==> src/sv/sida_pkg.sv <==
package sida_pkg;

  localparam int unsigned VALUE_W     = 32;
  localparam int unsigned MIN_WIDTH_W = 5;
  localparam int unsigned CHAR_W      = 8;
  localparam int unsigned NUM_DIGITS  = 10;
  localparam int unsigned DIGIT_W     = 4;
  localparam int unsigned BCD_W       = NUM_DIGITS * DIGIT_W;
  localparam int unsigned SHIFT_CNT_W = $clog2(VALUE_W);
  localparam int unsigned DIGIT_IDX_W = $clog2(NUM_DIGITS);

  localparam logic [CHAR_W-1:0] CHAR_ZERO  = 8'h30;
  localparam logic [CHAR_W-1:0] CHAR_NINE  = 8'h39;
  localparam logic [CHAR_W-1:0] CHAR_MINUS = 8'h2D;

  typedef logic [NUM_DIGITS-1:0][DIGIT_W-1:0] bcd_t;

  // Finished conversion handed from the converter to the character emitter.
  typedef struct packed {
    bcd_t                   bcd;
    logic                   neg;
    logic [MIN_WIDTH_W-1:0] width;
  } conv_t;

endpackage

==> src/sv/sida_in_if.sv <==
interface sida_in_if;
  import sida_pkg::*;

  logic                          valid;
  logic                          ready;
  logic signed [VALUE_W-1:0]     value;
  logic        [MIN_WIDTH_W-1:0] min_width;

  modport source (output valid, value, min_width, input ready);
  modport sink (input valid, value, min_width, output ready);
endinterface

==> src/sv/sida_out_if.sv <==
interface sida_out_if;
  import sida_pkg::*;

  logic              valid;
  logic              ready;
  logic [CHAR_W-1:0] ascii_char;
  logic              is_last;

  modport source (output valid, ascii_char, is_last, input ready);
  modport sink (input valid, ascii_char, is_last, output ready);
endinterface

==> src/sv/sida_dabble.sv <==
module sida_dabble #(
  parameter int unsigned MAX_WIDTH = 16
) (
  input  logic                             clk_i,
  input  logic                             rst_ni,
  input  logic                             start_i,
  input  logic [sida_pkg::VALUE_W-1:0]     value_i,
  input  logic [sida_pkg::MIN_WIDTH_W-1:0] min_width_i,
  output logic                             ready_o,
  output logic                             done_o,
  output sida_pkg::conv_t                  conv_o,
  input  logic                             take_i
);
  import sida_pkg::*;

  function automatic bcd_t adjust(input bcd_t b);
    bcd_t r;
    r = b;
    for (int i = 0; i < NUM_DIGITS; i++) begin
      if (b[i] >= DIGIT_W'(5)) begin
        r[i] = b[i] + DIGIT_W'(3);
      end
    end
    return r;
  endfunction

  logic                   busy_q, busy_d;
  logic                   done_q, done_d;
  logic [SHIFT_CNT_W-1:0] cnt_q, cnt_d;
  logic [VALUE_W-1:0]     mag_q, mag_d;
  bcd_t                   bcd_q, bcd_d;
  logic                   neg_q, neg_d;
  logic [MIN_WIDTH_W-1:0] width_q, width_d;
  bcd_t                   bcd_adj;

  assign ready_o = !busy_q && !done_q;
  assign done_o  = done_q;
  assign conv_o  = '{bcd: bcd_q, neg: neg_q, width: width_q};
  assign bcd_adj = adjust(bcd_q);

  always_comb begin
    busy_d  = busy_q;
    done_d  = done_q;
    cnt_d   = cnt_q;
    mag_d   = mag_q;
    bcd_d   = bcd_q;
    neg_d   = neg_q;
    width_d = width_q;
    if (done_q && take_i) begin
      done_d = 1'b0;
    end
    if (start_i && ready_o) begin
      busy_d = 1'b1;
      cnt_d  = '0;
      bcd_d  = '0;
      neg_d  = value_i[VALUE_W-1];
      // Unsigned negate also covers the most negative value.
      mag_d  = value_i[VALUE_W-1] ? (VALUE_W'(0) - value_i) : value_i;
      if (32'(min_width_i) > MAX_WIDTH) begin
        width_d = MIN_WIDTH_W'(MAX_WIDTH);
      end else begin
        width_d = min_width_i;
      end
    end else if (busy_q) begin
      // Add-3 correction, then shift one magnitude bit into the BCD word.
      bcd_d = bcd_t'({bcd_adj[NUM_DIGITS-1:0], mag_q[VALUE_W-1]});
      mag_d = {mag_q[VALUE_W-2:0], 1'b0};
      cnt_d = cnt_q + SHIFT_CNT_W'(1);
      if (cnt_q == SHIFT_CNT_W'(VALUE_W - 1)) begin
        busy_d = 1'b0;
        done_d = 1'b1;
      end
    end
  end

  always_ff @(posedge clk_i or negedge rst_ni) begin
    if (!rst_ni) begin
      busy_q <= 1'b0;
      done_q <= 1'b0;
      cnt_q  <= '0;
    end else begin
      busy_q <= busy_d;
      done_q <= done_d;
      cnt_q  <= cnt_d;
    end
  end

  always_ff @(posedge clk_i) begin
    mag_q   <= mag_d;
    bcd_q   <= bcd_d;
    neg_q   <= neg_d;
    width_q <= width_d;
  end

endmodule

==> src/sv/sida_emit.sv <==
module sida_emit #(
  parameter int unsigned MAX_WIDTH = 16
) (
  input  logic                        clk_i,
  input  logic                        rst_ni,
  input  logic                        conv_valid_i,
  input  sida_pkg::conv_t             conv_i,
  output logic                        conv_take_o,
  output logic                        valid_o,
  input  logic                        ready_i,
  output logic [sida_pkg::CHAR_W-1:0] ascii_char_o,
  output logic                        is_last_o
);
  import sida_pkg::*;

  localparam int unsigned CntW = $clog2(MAX_WIDTH + 1);

  logic            active_q, active_d;
  logic            sign_q, sign_d;
  logic [CntW-1:0] pos_q, pos_d;
  bcd_t            bcd_q, bcd_d;

  logic                   fire;
  logic                   ld_ready;
  logic [CntW-1:0]        ndig;
  logic [CntW-1:0]        text_len;
  logic [CntW-1:0]        width_c;
  logic [CntW-1:0]        total;
  logic [DIGIT_IDX_W-1:0] sel;
  logic                   in_digits;

  assign fire        = valid_o && ready_i;
  assign ld_ready    = !active_q || (fire && is_last_o);
  assign conv_take_o = conv_valid_i && ld_ready;

  // Significant digits: one past the highest nonzero digit, at least one.
  always_comb begin
    ndig = CntW'(1);
    for (int i = 1; i < NUM_DIGITS; i++) begin
      if (conv_i.bcd[i] != '0) begin
        ndig = CntW'(i + 1);
      end
    end
  end

  assign text_len = ndig + CntW'(conv_i.neg);
  assign width_c  = CntW'(conv_i.width);
  assign total    = (width_c > text_len) ? width_c : text_len;

  // pos_q counts characters still to go after the current one.
  assign in_digits    = pos_q < CntW'(NUM_DIGITS);
  assign sel          = DIGIT_IDX_W'(pos_q);
  assign valid_o      = active_q;
  assign is_last_o    = !sign_q && (pos_q == '0);

  always_comb begin
    if (sign_q) begin
      ascii_char_o = CHAR_MINUS;
    end else if (in_digits) begin
      ascii_char_o = CHAR_ZERO + CHAR_W'(bcd_q[sel]);
    end else begin
      ascii_char_o = CHAR_ZERO;
    end
  end

  always_comb begin
    active_d = active_q;
    sign_d   = sign_q;
    pos_d    = pos_q;
    bcd_d    = bcd_q;
    if (conv_take_o) begin
      active_d = 1'b1;
      sign_d   = conv_i.neg;
      pos_d    = total - CntW'(1);
      bcd_d    = conv_i.bcd;
    end else if (fire) begin
      if (is_last_o) begin
        active_d = 1'b0;
      end else begin
        sign_d = 1'b0;
        pos_d  = pos_q - CntW'(1);
      end
    end
  end

  always_ff @(posedge clk_i or negedge rst_ni) begin
    if (!rst_ni) begin
      active_q <= 1'b0;
      sign_q   <= 1'b0;
      pos_q    <= '0;
    end else begin
      active_q <= active_d;
      sign_q   <= sign_d;
      pos_q    <= pos_d;
    end
  end

  always_ff @(posedge clk_i) begin
    bcd_q <= bcd_d;
  end

endmodule

==> src/sv/signed_int_to_decimal_ascii.sv <==
// Converts a signed 32-bit integer to decimal ASCII, most significant character
// first, one character per output transaction, with is_last on the final one.
// Negative values start with '-', and '0' characters are inserted after the
// sign until the text holds at least min_width characters (min_width is
// clamped to MAX_WIDTH). A bit-serial double-dabble converter works on each
// number after the input transaction; its result is then handed to the
// character emitter, which sends one character per cycle while the sink is
// ready. The converter starts on the next number while the emitter is still
// sending. A finished conversion waits until the emitter has sent the last
// character of the previous number, so a stalled sink can also hold back
// the converter.
module signed_int_to_decimal_ascii #(
  parameter int unsigned MAX_WIDTH = 16
) (
  input logic        clk_i,
  input logic        rst_ni,
  sida_in_if.sink    in_i,
  sida_out_if.source out_o
);
  import sida_pkg::*;

  logic  conv_done;
  logic  conv_take;
  conv_t conv;

  sida_dabble #(
    .MAX_WIDTH(MAX_WIDTH)
  ) u_dabble (
    .clk_i,
    .rst_ni,
    .start_i    (in_i.valid),
    .value_i    (in_i.value),
    .min_width_i(in_i.min_width),
    .ready_o    (in_i.ready),
    .done_o     (conv_done),
    .conv_o     (conv),
    .take_i     (conv_take)
  );

  sida_emit #(
    .MAX_WIDTH(MAX_WIDTH)
  ) u_emit (
    .clk_i,
    .rst_ni,
    .conv_valid_i(conv_done),
    .conv_i      (conv),
    .conv_take_o (conv_take),
    .valid_o     (out_o.valid),
    .ready_i     (out_o.ready),
    .ascii_char_o(out_o.ascii_char),
    .is_last_o   (out_o.is_last)
  );

  a_busy_after_accept: assert property (@(posedge clk_i) disable iff (!rst_ni)
    in_i.valid && in_i.ready |=> !in_i.ready)
    else $error("converter accepted a transaction while busy");

  a_more_after_not_last: assert property (@(posedge clk_i) disable iff (!rst_ni)
    out_o.valid && out_o.ready && !out_o.is_last |=> out_o.valid)
    else $error("text ended without is_last");

  a_sign_not_last: assert property (@(posedge clk_i) disable iff (!rst_ni)
    out_o.valid && (out_o.ascii_char == CHAR_MINUS) |-> !out_o.is_last)
    else $error("sign emitted as final character");

  a_char_legal: assert property (@(posedge clk_i) disable iff (!rst_ni)
    out_o.valid |-> (out_o.ascii_char == CHAR_MINUS) ||
      ((out_o.ascii_char >= CHAR_ZERO) && (out_o.ascii_char <= CHAR_NINE)))
    else $error("illegal character emitted");

endmodule

==> src/flat_wrapper.sv <==
// flat-port wrapper written by rule: the top's interface ports become plain ports
module signed_int_to_decimal_ascii_flat import sida_pkg::*;
#(
  parameter int unsigned MAX_WIDTH = 16
)
  (clk_i, rst_ni, in_i_valid, in_i_value, in_i_min_width, in_i_ready, out_o_valid, out_o_ascii_char, out_o_is_last, out_o_ready);
  sida_in_if in_i_i ();
  sida_out_if out_o_i ();
  input logic clk_i;
  input logic rst_ni;
  input wire logic [$bits(in_i_i.valid)-1:0] in_i_valid;
  input wire logic [$bits(in_i_i.value)-1:0] in_i_value;
  input wire logic [$bits(in_i_i.min_width)-1:0] in_i_min_width;
  output wire logic [$bits(in_i_i.ready)-1:0] in_i_ready;
  output wire logic [$bits(out_o_i.valid)-1:0] out_o_valid;
  output wire logic [$bits(out_o_i.ascii_char)-1:0] out_o_ascii_char;
  output wire logic [$bits(out_o_i.is_last)-1:0] out_o_is_last;
  input wire logic [$bits(out_o_i.ready)-1:0] out_o_ready;
  assign in_i_i.valid = in_i_valid;
  assign in_i_i.value = in_i_value;
  assign in_i_i.min_width = in_i_min_width;
  assign in_i_ready = in_i_i.ready;
  assign out_o_valid = out_o_i.valid;
  assign out_o_ascii_char = out_o_i.ascii_char;
  assign out_o_is_last = out_o_i.is_last;
  assign out_o_i.ready = out_o_ready;
  signed_int_to_decimal_ascii #(.MAX_WIDTH(MAX_WIDTH)) u_core (.clk_i(clk_i), .rst_ni(rst_ni), .in_i(in_i_i), .out_o(out_o_i));
endmodule
==> config.mk <==
export PLATFORM = sky130hd
export DESIGN_NAME = signed_int_to_decimal_ascii_flat
export DESIGN_NICKNAME = d
export VERILOG_FILES = /design/src/sv/sida_pkg.sv /design/src/sv/sida_in_if.sv /design/src/sv/sida_out_if.sv /design/src/sv/sida_dabble.sv /design/src/sv/sida_emit.sv /design/src/sv/signed_int_to_decimal_ascii.sv /design/src/flat_wrapper.sv
export SDC_FILE = /design/constraint.sdc
export NUM_CORES = 1
export LEC_CHECK = 0
export BUFFER_PORTS_ARGS = -buffer_cell sky130_fd_sc_hd__buf_2
export CELL_PAD_IN_SITES_DETAIL_PLACEMENT = 1
export CELL_PAD_IN_SITES_GLOBAL_PLACEMENT = 1
export CORE_MARGIN = 5
export CORE_UTILIZATION = 40
export DETAILED_ROUTE_END_ITERATION = 8
export PLACE_DENSITY_LB_ADDON = 0.1
export SLEW_MARGIN = 40
export SYNTH_ARGS = -nofsm -noshare
export SYNTH_HDL_FRONTEND = slang
export SYNTH_SLANG_ARGS = --single-unit
==> constraint.sdc <==
create_clock -name clk_i -period 5.83 [get_ports clk_i]
set_input_delay 0.583 -clock clk_i [delete_from_list [all_inputs] [get_ports clk_i]]
set_output_delay 0.583 -clock clk_i [all_outputs]
set_load 0.02 [all_outputs]
==> out/results.ini, run 1 <==
[routing]
detail-route-antenna-nets=0
drt-vias-per-instance=5.30
wirelength_um=16100
drt_iter0_markers=298
post_drt_wl_per_cell_um=16.6
drt_first_pass_iters=4
vias=5137
drc=0

[synthesis]
syn_inst=693
ys_types=65
ys_async_sr_fraction=0.106
synth_edf_count=78
ys_ff_latch=132
yosys-top-cells-area=edfxtp_1, dfxtp_1, nand2_1, ha_1, o21ai_0
netlist_area_sq_mm=0.00703
synth_flop_cell=edfxtp_1
synth_top_area_frac=0.333
yosys_warnings=0
yosysSeqAreaShare=0.497
syn_area_per_cell_sq_um=10.1
synth_top_area_cell=edfxtp_1

[final_layout]
final_cell_mix=nand2_1, edfxtp_1, o21ai_0
area_delta_synth_final_pct=13.9
multi_input_area_sq_mm=0.00326
final_common_cell=nand2_1
drive_above_1_share=0.158
nets=804
n_antenna_cell=0
ff_latch_area_sq_mm=0.00349
final_core_util=0.464
fillCellCount=1947

[die]
fp.dieH_um=143
fp.coreArea_sq_mm=0.0172
die_area_sq_mm=0.0203
row_count=48
ioPinCount=52
start_util=0.408
die_w_um=143

[power_and_ir_drop]
leakage_uw=0.00322
power_density_mw_per_mm2=545
total_power_uw=4360
vdd_ir_drop_max_mv=0.239

[clock_network]
clkSinkCount=132
cts-root-buf=clkbuf_16
h-tree-depth=4
cts_buffers=17
clock_latency_ns=0.42
clk_pin_slew_ns=0.06
post_cts_resize_count=0
cts_tree=done
postCtsSetupBuffers=0
clockBufferDepth=2
ctsHoldBuffers=0

[global_routing]
track_usage=0.167
grt_remaining_overflow=0
antenna_found_initial=0
grt_pass1_wl_um=27000
grt_max_degree=55
grt_pass1_vias=5385

[place]
routabilityCongestion=0.771
post-dp-hpwl_um=11200
io_buffers=48

[sta]
rsz0062_at_grt=false
relSlewSlack=0.474
min_period_ns=4.53
setup_violations=0
post-route-period-util=0.777
setup_tns_ns=0
worst_pin_slew_ns=0.788
fmax_ghz=0.221
hold_violations=0
slew_violations=0
whs_ns=0.0580
clock-skew-final_ns=0.00847

[critical_path]
start_kind=flop
crit_path_end_kind=flop
crit_top_cell=ha_1
cp.required_ns=6.14
cp_max_fo=5
critPathKind=flop to flop
cp.arrival_ns=4.83
cpMaxStageDelayCell=a221o_1
slowest_delay_ns=0.37
r2r_cells=21
worstPathCellList=inv_1, ha_1, nor3b_1, o21ai_0, nand2_1, nand2_1, a21bo_2, a21boi_0, ha_1, ha_1, xnor2_1, inv_1, ha_1, and4_4, a221o_1, o21a_4, mux2i_1, a21o_1, ha_1, and3_4, a221o_1

[run]
drv_cap=0

[outcome]
status=finished clean

[hold_path]
hold_path_class=primary input to async pin

area by class of cell:
cell class,instances,area share
tap,225,0.0352
timing repair buffer,52,0.0338
multi-input combinational,498,0.407
clock buffer,23,0.0610
inverter,31,0.0163
clock inverter,9,0.00970
sequential,132,0.437
worst max-delay path: cells and delay by family, from the launching register on:
family	cells	cell delay, ns
multiplexers	1	0.11
AO/OA/AOI/OAI	7	1.68
flip-flops	1	0.34
adder cells (fa/ha/maj)	5	1.15
XOR/XNOR	1	0.14
AND/OR/NAND/NOR	5	0.83
buffers and inverters	2	0.17
routing by layer:
metal  up-vias  wire (um)  track usage
li1       2530          -            -
met1      2499       7270        0.205
met2        78       7930        0.286
met3        30        521       0.0383
met4         0        372       0.0665
met5         -          0            0
cell usage after synthesis (3+ instances only):
library cell,n
xnor2_1,12
and3_1,3
edfxtp_1,78
dfrtp_1,14
o31ai_1,8
clkbuf_1,20
a21oi_1,35
or3_1,3
a221o_1,3
nand2b_1,11
mux2i_1,11
buf_1,6
xor2_1,40
o21ai_1,15
o41ai_1,4
nor3b_1,8
nor2_1,37
or4_1,3
nand2_1,107
dfxtp_1,40
o21ai_0,74
buf_4,6
mux4_2,8
o22a_1,4
a31o_2,6
inv_1,28
nor3_1,11
ha_1,31
nand3_1,15
nor2b_1,6
logic make-up after synthesis:
logic type / after synthesis / share of synthesized area
buffers and inverters: 65 / 0.0411
other: 2 / 0.00107
adder cells (fa/ha/maj): 31 / 0.0552
flip-flops: 132 / 0.497
AND/OR/NAND/NOR: 222 / 0.151
AO/OA/AOI/OAI: 169 / 0.147
multiplexers: 20 / 0.0429
XOR/XNOR: 52 / 0.0648
flip-flops by register name, summed over array words and instances, names as in the netlist, 5 cells and up:
signal / count
u_core.u_emit.pos_q: 5
u_core.u_dabble.mag_q: 32
u_core.u_dabble.conv_o: 40
u_core.u_dabble.width_q: 5
u_core.u_dabble.cnt_q: 5
u_core.u_emit.bcd_q: 40
final timing paths:
path                       slack (ns)                  startpoint                          to
max                              1.30  u_core.u_dabble.conv_o[10]      u_core.u_emit.pos_q[4]
min                              0.06                      rst_ni      u_core.u_emit.pos_q[2]
max reg2reg                      1.30  u_core.u_dabble.conv_o[10]      u_core.u_emit.pos_q[4]
min reg2reg                      0.48   u_core.u_dabble.mag_q[31]   u_core.u_dabble.conv_o[6]
max in group asynchronous        5.50                      rst_ni      u_core.u_emit.pos_q[0]
min in group clk_i               0.41           in_i_min_width[4]  u_core.u_dabble.width_q[4]
per-stage QoR:
stage	worst slack, ns	instance area (sq um)	cells
finish	1.30	8000	970
global route	1.06	8000	970
CTS	1.27	8000	970
detailed placement	1.28	7430	938
global placement	1.47	7430	938
floorplan	1.83	7030	695
report_power, final:
group / internal (uW) / switching [uW] / total (uW)
sequential: 1400 / 294 / 1690
combinational: 683 / 965 / 1650
clock: 627 / 391 / 1020
(Power assumes the default switching activity.)
==> run 2: changes to the inputs <==
==> constraint.sdc (replaced) <==
create_clock -name clk_i -period 4 [get_ports clk_i]
set_input_delay 0.4 -clock clk_i [delete_from_list [all_inputs] [get_ports clk_i]]
set_output_delay 0.4 -clock clk_i [all_outputs]
set_load 0.02 [all_outputs]
==> run 2 against run 1 <==
Compared with the run above: the flow now finishes with violations (negative setup slack); cell area increased by 8.5%; worst setup slack got worse by 1.3 ns; non-clock buffer count is 68 higher; critical path type unchanged; largest power group is now combinational cells.
==> out/results.ini, run 2 (same netlist as run 1, synthesis figures left out) <==
[outcome]
status=complete, but fails checks  ; was finished clean
violations=negative setup slack

[clock_network]
clkSinkCount=132  ; unchanged
clockBufferDepth=2  ; unchanged
h-tree-depth=4  ; unchanged
clock_latency_ns=0.42  ; about the same
cts_tree=done  ; unchanged
cts_buffers=17  ; unchanged
cts-root-buf=clkbuf_16  ; unchanged
clk_pin_slew_ns=0.06  ; about the same

[sta]
setup_ws_ns=-0.0263  ; was 1.30 ns
worst_pin_slew_ns=0.645  ; was 0.788 ns
post-route-period-util=1.01  ; was 0.777
min_period_ns=4.03  ; was 4.53 ns
fmax_ghz=0.248  ; was 0.221 GHz
rsz0062_at_grt=true  ; was false
whs_ns=0.221  ; was 0.0580 ns
setup_violations=2  ; was 0
hold_violations=0  ; unchanged
slew_violations=0  ; unchanged
setup_tns_ns=-0.0389  ; was 0 ns
relSlewSlack=0.570  ; was 0.474
clock-skew-final_ns=0.0154  ; was 0.00847 ns

[die]
fp.dieH_um=143  ; unchanged
row_count=48  ; unchanged
die_w_um=143  ; unchanged
fp.coreArea_sq_mm=0.0172  ; unchanged
die_area_sq_mm=0.0203  ; unchanged
ioPinCount=52  ; unchanged
start_util=0.408  ; unchanged

[global_routing]
grt_remaining_overflow=0  ; unchanged
use_met2=0.334  ; was 0.286
track_usage=0.182  ; was 0.167
use_met1=0.216  ; was 0.205
grt_pass1_wl_um=29300  ; was 27000 um
grt_util_met3=0.0353  ; was 0.0383
busiest_layer=met2  ; unchanged
antenna_found_initial=0  ; unchanged
grt_pass1_vias=5858  ; was 5385
grt_max_degree=55  ; unchanged

[routing]
vias=5469  ; was 5137
detail-route-antenna-nets=0  ; unchanged
drt-vias-per-instance=5.27  ; was 5.30
wirelength_um=17800  ; was 16100 um
post_drt_wl_per_cell_um=17.1  ; was 16.6 um
drc=0  ; unchanged
drt_iter0_markers=258  ; was 298
drt_first_pass_iters=4  ; unchanged

[critical_path]
start_kind=flop  ; unchanged
r2r_start=u_core.u_dabble.conv_o[27]  ; was u_core.u_dabble.conv_o[10]
critPathKind=flop to flop  ; unchanged
cp.arrival_ns=4.33  ; was 4.83 ns
cp_max_fo=4  ; was 5
crit_path_end_kind=flop  ; unchanged
cp.required_ns=4.30  ; was 6.14 ns
rrSetupSlack_ns=-0.03  ; was 1.30 ns
cp-startpoint=u_core.u_dabble.conv_o[27]  ; was u_core.u_dabble.conv_o[10]

[final_layout]
final_cell_mix=nand2_1, edfxtp_1, o21ai_0  ; unchanged
final_common_cell=nand2_1  ; unchanged
nets=872  ; was 804
ff_latch_area_sq_mm=0.00350  ; was 0.00349 sq mm
multi_input_area_sq_mm=0.00340  ; was 0.00326 sq mm
n_antenna_cell=0  ; unchanged
area_delta_synth_final_pct=23.6  ; was 13.9%
drive_above_1_share=0.257  ; was 0.158
fillCellCount=1902  ; was 1947
design_area_sq_mm=0.00868  ; was 0.00800 sq mm
final_core_util=0.504  ; was 0.464

[place]
dpl_cell_area_sq_mm=0.00793  ; was 0.00743 sq mm
io_buffers=48  ; unchanged
routabilityCongestion=0.772  ; was 0.771
post-dp-hpwl_um=12400  ; was 11200 um

[hold_path]
holdCritStartpoint=in_i_min_width[4]
hold_path_class=primary input to flop  ; was primary input to async pin

[power_and_ir_drop]
power_density_mw_per_mm2=810  ; was 545 mW/mm^2
vdd_ir_drop_max_mv=0.337  ; was 0.239 mV
leakage_uw=0.00361  ; was 0.00322 uW

[run]
drv_cap=0  ; unchanged

run 2: critical path: stages, from the launching register on:
cell	delay, ns
dfxtp_1	0.32
inv_1	0.10
ha_2	0.22
nor3b_2	0.18
buf_4	0.14
nand2_1	0.05
a21bo_2	0.20
a21boi_2	0.16
ha_2	0.23
ha_4	0.17
xnor2_4	0.11
inv_2	0.07
ha_4	0.22
and4_4	0.17
a221o_1	0.37
o21a_4	0.25
mux2i_1	0.18
a21o_1	0.19
ha_2	0.22
a311oi_2	0.10
a221o_1	0.27
run 2: final timing paths:
kind / to / cells after the start
max in group asynchronous: u_core.u_dabble.cnt_q[1] / 2
min reg2reg: u_core.u_dabble.conv_o[6] / 2
max: u_core.u_emit.pos_q[4] / 20
min: u_core.u_dabble.width_q[4] / 1
min in group asynchronous: u_core.u_emit.pos_q[2] / 2
max reg2reg: u_core.u_emit.pos_q[4] / 20
run 2: per-stage QoR:
step                      instances  setup slack [ns]  power, uW
final                          1038           -0.0263       7040
after global routing           1038            -0.202       7590
after CTS                      1035          0.000608       7000
after detailed placement       1002            -0.557       5380
after global placement         1002            -0.321       5190
after floorplan                 695            0.0143       4260
run 2: repair_timing:
| item | 4_1_cts | 5_1_grt |
|---|---|---|
| hold buffers | 1 | 0 |
| pin swaps | 9 | 8 |
| endpoints found under the hold margin | 14 | 0 |
| endpoints found under the setup margin | 5 | 5 |
| resized for setup | 13 | 23 |
| buffers inserted | 1 | 3 |
run 2: layer usage:
layer | vias to the layer above | share of wire
met5 | - | 0
met2 | 89 | 0.53
li1 | 2675 | -
met1 | 2687 | 0.43
met3 | 18 | 0.033
met4 | 0 | 0.012
run 2: area by class of cell:
cell class / count / area share
clock buffers: 24 / 0.0579
multi-input cells: 498 / 0.392
repair buffers: 120 / 0.0921
well taps: 225 / 0.0324
inverters: 31 / 0.0150
clock inverters: 8 / 0.00836
flip-flops and latches: 132 / 0.403
run 2: power breakdown:
group | total (uW) | internal [uW] | switching (uW)
Combinational | 3120 | 1430 | 1690
Sequential | 2400 | 2040 | 362
Clock | 1520 | 939 | 577
Total | 7040 | 4410 | 2630
==> run 3: changes to the inputs <==
--- a/config.mk
+++ b/config.mk
@@ -12,6 +12,7 @@
 export CORE_UTILIZATION = 40
 export DETAILED_ROUTE_END_ITERATION = 8
 export PLACE_DENSITY_LB_ADDON = 0.1
+export REMOVE_ABC_BUFFERS = 1
 export SLEW_MARGIN = 40
 export SYNTH_ARGS = -nofsm -noshare
 export SYNTH_HDL_FRONTEND = slang
==> run 3 against run 2 <==
Compared with the run above: the run now ends clean; core utilization up 0.12 points; sequential power about the same; critical path depth down 1; cell area up 0.23%; clock-buffer cell count down 2; flip-flop and latch count unchanged; first-iteration DRC count down 3.9%; wire length up 1.1%; critical endpoint unchanged; maximum frequency up 0.88%; non-clock buffer count up 5; die area unchanged; worst setup slack better by 0.035 ns.
==> out/results.ini, run 3 (same netlist as run 1, synthesis figures left out) <==
[critical_path]
worstPathCellList=inv_2, ha_4, nor3b_4, o21ai_2, nand2_1, nand2_1, a21bo_2, a21boi_2, ha_2, buf_4, a21boi_1, ha_1, and4_4, a221o_1, o21a_4, buf_12, o311a_4, and3_4, a221o_1  ; was inv_1, ha_2, nor3b_2, buf_4, nand2_1, a21bo_2, a21boi_2, ha_2, ha_4, xnor2_4, inv_2, ha_4, and4_4, a221o_1, o21a_4, mux2i_1, a21o_1, ha_2, a311oi_2, a221o_1
cp_max_fo=4  ; unchanged
cp.arrival_ns=4.30  ; was 4.33 ns
crit_path_end_kind=flop  ; unchanged
critPathTopFamily=compound AO/OA/AOI/OAI gates  ; unchanged
start_kind=flop  ; unchanged
cpMaxStageDelayCell=a221o_1  ; unchanged
slowest_delay_ns=0.36  ; was 0.37 ns
cp.required_ns=4.31  ; was 4.30 ns
critPathKind=flop to flop  ; unchanged
path_buf_inv=3  ; unchanged

[routing]
vias=5437  ; was 5469
drt-vias-per-instance=5.21  ; was 5.27
drt_first_pass_iters=4  ; unchanged
drc=0  ; unchanged
wirelength_um=18000  ; was 17800 um
detail-route-antenna-nets=0  ; unchanged
drt_iter0_markers=248  ; was 258
post_drt_wl_per_cell_um=17.3  ; was 17.1 um

[die]
die_area_sq_mm=0.0203  ; unchanged
row_count=48  ; unchanged
die_w_um=143  ; unchanged
fp.coreArea_sq_mm=0.0172  ; unchanged
fp.dieH_um=143  ; unchanged
start_util=0.408  ; unchanged
ioPinCount=52  ; unchanged

[global_routing]
grt_remaining_overflow=0  ; unchanged
track_usage=0.186  ; was 0.182
grt_max_degree=84  ; was 55
grt_pass1_vias=5950  ; was 5858
grt_pass1_wl_um=29900  ; was 29300 um
antenna_found_initial=0  ; unchanged

[sta]
rsz0062_at_grt=true  ; unchanged
worst_pin_slew_ns=0.816  ; was 0.645 ns
clock-skew-final_ns=0.00659  ; was 0.0154 ns
fmax_ghz=0.251  ; was 0.248 GHz
min_period_ns=3.99  ; was 4.03 ns
post-route-period-util=0.998  ; was 1.01
setup_violations=0  ; was 2
hold_violations=0  ; unchanged
relSlewSlack=0.455  ; was 0.570
slew_violations=0  ; unchanged

[power_and_ir_drop]
leakage_uw=0.00363  ; was 0.00361 uW
power_density_mw_per_mm2=817  ; was 810 mW/mm^2
total_power_uw=7110  ; was 7040 uW
vdd_ir_drop_max_mv=0.424  ; was 0.337 mV

[final_layout]
n_antenna_cell=0  ; unchanged
final_cell_mix=nand2_1, edfxtp_1, buf_4  ; was nand2_1, edfxtp_1, o21ai_0
final_common_cell=nand2_1  ; unchanged
drive_above_1_share=0.256  ; was 0.257
area_delta_synth_final_pct=23.9  ; was 23.6%
design_area_sq_mm=0.00870  ; was 0.00868 sq mm
nets=877  ; was 872

[place]
dpl_cell_area_sq_mm=0.00791  ; was 0.00793 sq mm
io_buffers=48  ; unchanged
routabilityCongestion=0.822  ; was 0.772
post-dp-hpwl_um=12200  ; was 12400 um

[clock_network]
clkSinkCount=132  ; unchanged
cts_buffers=17  ; unchanged
h-tree-depth=4  ; unchanged
clk_pin_slew_ns=0.06  ; about the same
clockBufferDepth=2  ; unchanged
cts_tree=done  ; unchanged
cts-root-buf=clkbuf_16  ; unchanged
clock_latency_ns=0.43  ; was 0.42 ns

[hold_path]
hold_path_class=primary input to flop  ; unchanged

[run]
drv_cap=0  ; unchanged

[outcome]
status=finished clean  ; was complete, but fails checks

run 3: cell types whose count changed in the layout (fill, tap and decap cells not counted), sizes merged:
cell	change
clkbuf	-2
buf	+5
bufinv	+2
run 3: where the power goes:
part | leakage [uW] | internal (uW) | switching (uW)
clock | 0.000289 | 991 | 582
combinational | 0.00207 | 1450 | 1720
sequential | 0.00127 | 2040 | 329
total | 0.00363 | 4480 | 2630
run 3: path summary, 6_finish.rpt:
check | startpoint | to | slack [ns] | cells after the start
worst max-delay path | u_core.u_dabble.conv_o[18] | u_core.u_emit.pos_q[4] | 0.009 | 19
worst min-delay path | in_i_min_width[4] | u_core.u_dabble.width_q[4] | 0.22 | 1
worst max register to register | u_core.u_dabble.conv_o[18] | u_core.u_emit.pos_q[4] | 0.009 | 19
worst min register to register | u_core.u_dabble.conv_o[43] | u_core.u_emit.bcd_q[37] | 0.50 | 0
max in group asynchronous | rst_ni | u_core.u_dabble.done_o | 3.33 | 2
min in group asynchronous | rst_ni | u_core.u_emit.pos_q[4] | 0.41 | 2
run 3: metrics by stage:
step	hold slack [ns]	setup slack, ns	std cells	TNS, ns	utilization
after floorplan	0.104	-0.121	661	-3.87	-
after detailed placement	0.328	-0.436	1000	-1.50	0.459
final	0.217	0.00867	1043	0	0.505
after CTS	0.208	0.0129	1037	0	0.499
after global placement	0.311	-0.186	1000	-0.439	0.459
after global routing	0.222	-0.125	1043	-0.275	0.505
run 3: metal layers:
layer,vias to the layer above,wire (um),global-route usage
met5,-,0,0
met4,0,265,0.0520
met3,23,622,0.0481
met2,83,9360,0.336
met1,2650,7740,0.219
li1,2681,-,-
run 3: layout make-up:
type | instances | area, sq um
timing repair buffer | 125 | 841
clock buffer | 22 | 454
fill | 1882 | 8530
inverter | 31 | 130
tap | 225 | 282
multi-input combinational | 498 | 3370
sequential | 132 | 3500
clock inverter | 10 | 131
run 3: timing repair:
action | 4_1_cts | 5_1_grt
hold endpoints to repair | 14 | 0
gates resized for setup | 16 | 18
pin swaps | 6 | 11
setup endpoints to repair | 5 | 4
buffers inserted | 4 | 6
hold buffers | 1 | 0
